`src/rtl/ci2f_pkg.sv`:
```
// ----------------------------------------------------------------------------
// ci2f_pkg
// Shared types and constants of the complex int16 to float32 scaler.
// ----------------------------------------------------------------------------
package ci2f_pkg;

	// wire format codes (code three reads as chdr)
	localparam logic [1:0] FMT_ITEM32_LE = 2'd0;
	localparam logic [1:0] FMT_ITEM32_BE = 2'd1;
	localparam logic [1:0] FMT_CHDR      = 2'd2;

	// register indexes
	localparam logic REG_WIRE_FORMAT = 1'b0;
	localparam logic REG_SCALE_BITS  = 1'b1;

	localparam int          PADDR_W     = 3;
	localparam logic [31:0] ONE_F32     = 32'h3F80_0000;
	localparam logic [31:0] DEFAULT_NAN = 32'hFFC0_0000;
	localparam logic [31:0] QUIET_BIT   = 32'h0040_0000;
	localparam logic [30:0] INF_MAG     = 31'h7F80_0000;

	// configuration as seen by the datapath
	typedef struct packed {
		logic [1:0]  wire_format;
		logic [31:0] scale_bits;
	} cfg_t;

endpackage

```
`src/rtl/ci2f_if.sv`:
```
// ----------------------------------------------------------------------------
// ci2f_in_if / ci2f_out_if
// Valid/ready channels for sample words and converted samples.
// ----------------------------------------------------------------------------
interface ci2f_in_if;
	logic        valid;
	logic        ready;
	logic [31:0] raw_word;
	logic        last_in;
	modport source (output valid, raw_word, last_in, input ready);
	modport sink   (input valid, raw_word, last_in, output ready);
endinterface

interface ci2f_out_if;
	logic        valid;
	logic        ready;
	logic [31:0] real_out;
	logic [31:0] imag_out;
	logic        last_out;
	modport source (output valid, real_out, imag_out, last_out, input ready);
	modport sink   (input valid, real_out, imag_out, last_out, output ready);
endinterface

```
`src/rtl/ci2f_regs.sv`:
```
// ----------------------------------------------------------------------------
// ci2f_regs
// APB register file holding wire format and scale factor.
// ----------------------------------------------------------------------------
module ci2f_regs (
	input  logic                         clk,
	input  logic                         arst_n,
	input  logic                         psel,
	input  logic                         penable,
	input  logic                         pwrite,
	input  logic [ci2f_pkg::PADDR_W-1:0] paddr,
	input  logic [31:0]                  pwdata,
	output logic [31:0]                  prdata,
	output logic                         pready,
	output ci2f_pkg::cfg_t               cfg
);
	import ci2f_pkg::*;

	logic [1:0]  wire_format_q;
	logic [31:0] scale_bits_q;
	logic        wr_en;

	assign pready = 1'b1;
	assign wr_en  = psel && penable && pwrite;

	// register writes
	always_ff @(posedge clk or negedge arst_n) begin
		if (!arst_n) begin
			wire_format_q <= FMT_ITEM32_LE;
			scale_bits_q  <= ONE_F32;
		end else if (wr_en) begin
			case (paddr[2])
				REG_WIRE_FORMAT: wire_format_q <= pwdata[1:0];
				REG_SCALE_BITS:  scale_bits_q  <= pwdata;
				default: ;
			endcase
		end
	end

	// read mux
	always_comb begin
		case (paddr[2])
			REG_WIRE_FORMAT: prdata = {30'd0, wire_format_q};
			REG_SCALE_BITS:  prdata = scale_bits_q;
			default:         prdata = 32'd0;
		endcase
	end

	assign cfg.wire_format = wire_format_q;
	assign cfg.scale_bits  = scale_bits_q;
endmodule

```
`src/rtl/ci2f_part.sv`:
```
// ----------------------------------------------------------------------------
// ci2f_part
// Three-stage multiply, normalize and round of one int16 part by a float32.
// ----------------------------------------------------------------------------
module ci2f_part (
	input  logic        clk,
	input  logic        adv,
	input  logic [15:0] part,
	input  logic [31:0] scale,
	output logic [31:0] result
);
	import ci2f_pkg::*;

	// stage one: magnitude, special cases, integer multiply
	logic        neg;
	logic [15:0] mag;
	logic [7:0]  ex;
	logic [22:0] fr;
	logic        sgn;
	logic        spec;
	logic [31:0] spec_val;
	logic [7:0]  eeff;
	logic [23:0] sig;

	always_comb begin
		neg  = part[15];
		mag  = neg ? (~part + 16'd1) : part;
		ex   = scale[30:23];
		fr   = scale[22:0];
		sgn  = scale[31] ^ neg;
		eeff = (ex == 8'd0) ? 8'd1 : ex;
		sig  = {(ex != 8'd0), fr};
		spec     = 1'b1;
		spec_val = {sgn, INF_MAG};
		if (ex == 8'hFF) begin
			if (fr != 23'd0)        spec_val = scale | QUIET_BIT;
			else if (mag == 16'd0)  spec_val = DEFAULT_NAN;
		end else if (mag == 16'd0) begin
			spec_val = {scale[31], 31'd0};
		end else if (ex == 8'd0 && fr == 23'd0) begin
			spec_val = {sgn, 31'd0};
		end else begin
			spec = 1'b0;
		end
	end

	logic [39:0] prod_s2;
	logic [7:0]  eeff_s2;
	logic        sgn_s2;
	logic        spec_s2;
	logic [31:0] spec_val_s2;

	always_ff @(posedge clk) begin
		if (adv) begin
			prod_s2     <= 40'(mag) * 40'(sig);
			eeff_s2     <= eeff;
			sgn_s2      <= sgn;
			spec_s2     <= spec;
			spec_val_s2 <= spec_val;
		end
	end

	// stage two: leading zero count and normalizing shift
	logic [5:0]         lz;
	logic [39:0]        norm;
	logic signed [10:0] be;
	logic [39:0]        sub_shift;

	always_comb begin
		lz = 6'd39;
		for (int i = 0; i < 40; i++) begin
			if (prod_s2[i]) lz = 6'(39 - i);
		end
		norm      = prod_s2 << lz;
		be        = 11'sd16 + $signed({3'd0, eeff_s2}) - $signed({5'd0, lz});
		sub_shift = prod_s2 << (eeff_s2 - 8'd1);
	end

	logic [24:0]        norm_s3;
	logic               sticky_s3;
	logic signed [10:0] be_s3;
	logic [22:0]        sub_s3;
	logic               sgn_s3;
	logic               spec_s3;
	logic [31:0]        spec_val_s3;

	always_ff @(posedge clk) begin
		if (adv) begin
			norm_s3     <= norm[39:15];
			sticky_s3   <= |norm[14:0];
			be_s3       <= be;
			sub_s3      <= sub_shift[22:0];
			sgn_s3      <= sgn_s2;
			spec_s3     <= spec_s2;
			spec_val_s3 <= spec_val_s2;
		end
	end

	// stage three: round to nearest even, pack
	logic [24:0]        sum;
	logic               rnd;
	logic signed [10:0] be_r;
	logic [22:0]        frac;
	logic [31:0]        packed_val;

	always_comb begin
		rnd  = norm_s3[0] && (sticky_s3 || norm_s3[1]);
		sum  = {1'b0, norm_s3[24:1]} + {24'd0, rnd};
		frac = sum[24] ? sum[23:1] : sum[22:0];
		be_r = be_s3 + $signed({10'd0, sum[24]});
		if (spec_s3)                 packed_val = spec_val_s3;
		else if (be_s3 < 11'sd1)     packed_val = {sgn_s3, 8'd0, sub_s3};
		else if (be_r >= 11'sd255)   packed_val = {sgn_s3, INF_MAG};
		else                         packed_val = {sgn_s3, be_r[7:0], frac};
	end

	always_ff @(posedge clk) begin
		if (adv) result <= packed_val;
	end
endmodule

```
`src/rtl/complex_int16_to_float32_scaler_core.sv`:
```
// ----------------------------------------------------------------------------
// complex_int16_to_float32_scaler_core
// Converts complex int16 sample words to scaled float32 pairs.
// ----------------------------------------------------------------------------
// One sample word is taken per clock and its two float32 parts pass through the
// input register, multiply, normalize and round/output register stages.
// Throughput is one sample per clock; when the output is stalled the whole
// pipeline holds and din.ready drops. Registers: wire_format at 0x0, scale_bits
// at 0x4; change them only while the pipeline is empty.
module complex_int16_to_float32_scaler_core (
	input  logic                         clk,
	input  logic                         arst_n,
	ci2f_in_if.sink                      din,
	ci2f_out_if.source                   dout,
	input  logic                         psel,
	input  logic                         penable,
	input  logic                         pwrite,
	input  logic [ci2f_pkg::PADDR_W-1:0] paddr,
	input  logic [31:0]                  pwdata,
	output logic [31:0]                  prdata,
	output logic                         pready
);
	import ci2f_pkg::*;

	cfg_t cfg;

	ci2f_regs u_regs (
		.clk     (clk),
		.arst_n  (arst_n),
		.psel    (psel),
		.penable (penable),
		.pwrite  (pwrite),
		.paddr   (paddr),
		.pwdata  (pwdata),
		.prdata  (prdata),
		.pready  (pready),
		.cfg     (cfg)
	);

	// pipeline advance: whole pipe moves unless the output is stalled
	logic adv;
	logic vld_s1, vld_s2, vld_s3, vld_s4;
	logic last_s1, last_s2, last_s3, last_s4;
	logic [31:0] raw_s1;

	assign adv       = !vld_s4 || dout.ready;
	assign din.ready = adv;

	always_ff @(posedge clk or negedge arst_n) begin
		if (!arst_n) begin
			vld_s1 <= 1'b0;
			vld_s2 <= 1'b0;
			vld_s3 <= 1'b0;
			vld_s4 <= 1'b0;
		end else if (adv) begin
			vld_s1 <= din.valid;
			vld_s2 <= vld_s1;
			vld_s3 <= vld_s2;
			vld_s4 <= vld_s3;
		end
	end

	always_ff @(posedge clk) begin
		if (adv) begin
			raw_s1  <= din.raw_word;
			last_s1 <= din.last_in;
			last_s2 <= last_s1;
			last_s3 <= last_s2;
			last_s4 <= last_s3;
		end
	end

	// split word into parts per wire format
	logic [15:0] re_part, im_part;

	always_comb begin
		case (cfg.wire_format)
			FMT_ITEM32_LE: begin
				re_part = raw_s1[31:16];
				im_part = raw_s1[15:0];
			end
			FMT_ITEM32_BE: begin
				re_part = {raw_s1[7:0], raw_s1[15:8]};
				im_part = {raw_s1[23:16], raw_s1[31:24]};
			end
			default: begin
				re_part = raw_s1[15:0];
				im_part = raw_s1[31:16];
			end
		endcase
	end

	ci2f_part u_re (
		.clk    (clk),
		.adv    (adv),
		.part   (re_part),
		.scale  (cfg.scale_bits),
		.result (dout.real_out)
	);

	ci2f_part u_im (
		.clk    (clk),
		.adv    (adv),
		.part   (im_part),
		.scale  (cfg.scale_bits),
		.result (dout.imag_out)
	);

	assign dout.valid    = vld_s4;
	assign dout.last_out = last_s4;
endmodule

```
`src/flat_wrapper.sv`:
```
// flat-port wrapper written by rule: the top's interface ports become plain ports
module complex_int16_to_float32_scaler_core_flat import ci2f_pkg::*;
  (clk, arst_n, psel, penable, pwrite, paddr, pwdata, prdata, pready, din_valid, din_raw_word, din_last_in, din_ready, dout_valid, dout_real_out, dout_imag_out, dout_last_out, dout_ready);
  ci2f_in_if din_i ();
  ci2f_out_if dout_i ();
  input  logic clk;
  input  logic arst_n;
  input  logic psel;
  input  logic penable;
  input  logic pwrite;
  input  logic [ci2f_pkg::PADDR_W-1:0] paddr;
  input  logic [31:0] pwdata;
  output logic [31:0] prdata;
  output logic pready;
  input wire logic [$bits(din_i.valid)-1:0] din_valid;
  input wire logic [$bits(din_i.raw_word)-1:0] din_raw_word;
  input wire logic [$bits(din_i.last_in)-1:0] din_last_in;
  output wire logic [$bits(din_i.ready)-1:0] din_ready;
  output wire logic [$bits(dout_i.valid)-1:0] dout_valid;
  output wire logic [$bits(dout_i.real_out)-1:0] dout_real_out;
  output wire logic [$bits(dout_i.imag_out)-1:0] dout_imag_out;
  output wire logic [$bits(dout_i.last_out)-1:0] dout_last_out;
  input wire logic [$bits(dout_i.ready)-1:0] dout_ready;
  assign din_i.valid = din_valid;
  assign din_i.raw_word = din_raw_word;
  assign din_i.last_in = din_last_in;
  assign din_ready = din_i.ready;
  assign dout_valid = dout_i.valid;
  assign dout_real_out = dout_i.real_out;
  assign dout_imag_out = dout_i.imag_out;
  assign dout_last_out = dout_i.last_out;
  assign dout_i.ready = dout_ready;
  complex_int16_to_float32_scaler_core u_core (.clk(clk), .arst_n(arst_n), .din(din_i), .dout(dout_i), .psel(psel), .penable(penable), .pwrite(pwrite), .paddr(paddr), .pwdata(pwdata), .prdata(prdata), .pready(pready));
endmodule
```
`config.mk`:
```
export PLATFORM = sky130hd
export DESIGN_NAME = complex_int16_to_float32_scaler_core_flat
export DESIGN_NICKNAME = d
export VERILOG_FILES = /design/src/rtl/ci2f_pkg.sv /design/src/rtl/ci2f_if.sv /design/src/rtl/ci2f_regs.sv /design/src/rtl/ci2f_part.sv /design/src/rtl/complex_int16_to_float32_scaler_core.sv /design/src/flat_wrapper.sv
export SDC_FILE = /design/constraint.sdc
export NUM_CORES = 2
export LEC_CHECK = 0
export CORE_MARGIN = 2
export CORE_UTILIZATION = 36
export CTS_CLUSTER_SIZE = 24
export DETAILED_ROUTE_END_ITERATION = 16
export DONT_BUFFER_PORTS = 1
export SETUP_SLACK_MARGIN = 0.02
export SLEW_MARGIN = 20
export SYNTH_ARGS = -nofsm -noshare
export SYNTH_HDL_FRONTEND = slang
export SYNTH_SLANG_ARGS = --single-unit
```
`constraint.sdc`:
```
create_clock -name clk -period 15.8 [get_ports clk]
set_input_delay 0 -clock clk [delete_from_list [all_inputs] [get_ports clk]]
set_output_delay 0 -clock clk [all_outputs]
set_load 0.05 [all_outputs]
```
==> flow_summary.json <==
{
  "outcome": "finished clean",
  "grt_max_degree": 87,
  "synth-seq-cells": 437,
  "synth.area.top_cells": "fa_1 25%, edfxtp_1 24%, ha_1 6.3%",
  "r2r-start": "u_core.u_regs.wire_format_q[0]",
  "die_area_sq_um": 141000,
  "worstMarginPinSlew_ns": 1.05,
  "dr.pass1.iters": 6,
  "period_needed_ns": 10.15,
  "regToRegSetupSlack_ns": 5.65,
  "syn_nets": 6100,
  "min_from": "din_last_in",
  "cts_tree": "yes",
  "fin_crit_sh_pct": 64.2,
  "pre_cts_ws_ns": 5.81,
  "max-cap-violations": 0,
  "report.final.slew_viol_count": 0,
  "fmax_mhz": 98.5,
  "synthArstFlopShare_pct": 8.70,
  "synthCells": 5161,
  "grt_pass1_wl_microns": 221000,
  "core_sq_um": 137000,
  "dominantRegCellSynth": "edfxtp_1",
  "slew_headroom_pct": 30.0,
  "nNetsFinal": 6016,
  "synth_edf_count": 399,
  "max_stage_delay_ns": 0.76,
  "cp-start-kind": "flip-flop",
  "clock-sinks": 437,
  "critical_path_arrival_ns": 10.51,
  "yosysTopAreaCellShare_pct": 24.8,
  "worst_slack_ns": 5.65,
  "yosysMostFrequentCell": "nand2_1",
  "synthTopCellsByCount": "802 x nand2_1, 675 x inv_1, 614 x fa_1, 399 x edfxtp_1, 310 x and2_1",
  "route.detailed.drc": 0,
  "boundaryPins": 175,
  "ys_warn_count": 0,
  "cp_data_required_time_ns": 16.16,
  "die_height_microns": 375,
  "synth_area_per_cell_sq_um": 9.61,
  "rows": 136,
  "drtIter0Drc": 3127,
  "holdPathStages": 1,
  "layout-drive-gt1-share_pct": 6.55,
  "crit_path_end_kind": "flip-flop",
  "syn2layout_area_growth_pct": 8.93,
  "via_per_inst": 5.38,
  "setup_tns_ns": 0,
  "ant_nets": 0,
  "hold_path.class": "primary input to flip-flop",
  "dp_cells": 6722,
  "grt_util_all_layers_pct": 20.1,
  "critPathMostFrequentCell": "fa_1",
  "synth_cell_types": 93,
  "cts_inserted_buffers": 45,
  "synth-seq-area-share_pct": 26.1,
  "wl_per_cell_microns": 20.5,
  "rsz0062_at_grt": "no",
  "ctsResizeCount": 0,
  "die-width_microns": 375,
  "port_buffers": 0,
  "whs_ns": 0.0657,
  "ctsHtreeMaxLevel": 2,
  "cp_max_fo": 33,
  "num_vias": 37126,
  "r2r-end": "u_core.u_re.prod_s2[39]",
  "wl_microns": 142000,
  "first_global_vias": 37220,
  "hpwl_microns": 104000,
  "antenna_found_initial": 11,
  "synth_top_area_cell": "fa_1",
  "gp_congestion": 0.905,
  "clock_skew_ns": 0.0477,
  "clk-insertion-delay-late_ns": 0.63,
  "rr_worst_depth": 29,
  "clk_pin_slew_ns": 0.07,
  "crit_type": "flip-flop to flip-flop",
  "grt_overflow": 0,
  "clock-root-buffer": "clkbuf_16",
  "initial_core_util_pct": 36.1,
  "post_synth_instance_area_sq_um": 49600,
  "max-clock-path-buffers": 3,
  "hold_viol_final": 0,
  "fin_cells": 6907,
  "holdPathEnd": "u_core.last_s1",
  "setup_violations": 0,
  "slowest_stage": "a2111oi_0"
}
-- registers in the layout (all words and copies together) (netlist names), 32 cells and up --
name and cells:
u_core.u_re.prod_s2 40, u_core.u_re.result 32, u_core.u_im.spec_val_s3 32, u_core.u_im.spec_val_s2 32, u_core.u_im.result 32, u_core.raw_s1 32, u_core.u_regs.scale_bits_q 32, u_core.u_im.prod_s2 40
-- area by class of cell --
type | instances | area (sq um)
clock buffer | 63 | 1290
sequential | 437 | 12900
clock inverter | 19 | 231
fill | 13494 | 83100
inverter | 683 | 2560
tap | 1794 | 2240
antenna | 1 | 2.50
timing repair buffer | 188 | 1700
multi-input combinational | 3722 | 33000
-- per-stage QoR --
step / utilization [%] / instance area, sq um
detailed placement: 37.5 / 51400
CTS: 39.4 / 54000
global route: 39.4 / 54000
finish: 39.4 / 54000
global placement: 37.5 / 51400
floorplan: - / 49600
-- timing repair --
action                    CTS  global route
hold buffers              102             0
hold endpoints to repair  107             0
setup buffers               0             0
-- per-layer routing --
metal	vias to the layer above	wire length, microns	track usage [%]
met1	18852	65200	29.2
li1	16825	-	-
met2	1282	62800	31.2
met4	6	2400	3.56
met5	-	37	0
met3	161	11200	3.90
-- worst max-delay path: cells and delay by family, from the launching register on --
family,cells,cell delay (ns)
buffers and inverters,4,1.01
flip-flops,1,0.36
multiplexers,2,0.88
adder cells (fa/ha/maj),7,3.12
AND/OR/NAND/NOR,7,1.21
XOR/XNOR,2,0.86
AO/OA/AOI/OAI,7,2.35
-- kinds of logic after synthesis --
family / after synthesis / synth area share (%)
xor gates and xnor gates: 162 / 2.86
DFF: 437 / 26.1
muxes: 342 / 7.60
and+or+nand+nor: 1655 / 15.4
other: 1 / 0.00756
adders and majority gates: 864 / 31.1
AOI/OAI and AO/OA: 698 / 9.07
buffers and inverters: 1002 / 7.82
-- cell usage in the layout (no fill, tap or decap), types with 86 or more instances in the layout --
master	count
nand2_1	801
buf_4	86
nor2_1	240
dlygate4sd3_1	100
and2_1	310
a21oi_1	216
o21ai_0	125
inv_1	675
mux2i_1	235
xnor2_1	87
fa_1	614
ha_1	249
edfxtp_1	399
-- worst max path at each step --
| stage | startpoint | end | depth (start not counted) |
|---|---|---|---|
| finish | u_core.u_regs.wire_format_q[0] | u_core.u_re.prod_s2[39] | 29 |
| global route | u_core.u_regs.wire_format_q[0] | u_core.u_re.prod_s2[39] | 29 |
| CTS | u_core.u_regs.wire_format_q[0] | u_core.u_re.prod_s2[39] | 29 |
| detailed placement | u_core.u_regs.wire_format_q[0] | u_core.u_re.prod_s2[39] | 29 |
| global placement | u_core.u_regs.wire_format_q[0] | u_core.u_im.prod_s2[39] | 31 |
| floorplan | u_core.dout.valid | u_core.vld_s1 | 2 |
Power is not shown: default switching activity piles up to over one toggle a cycle in this logic, so the estimate is an artifact.
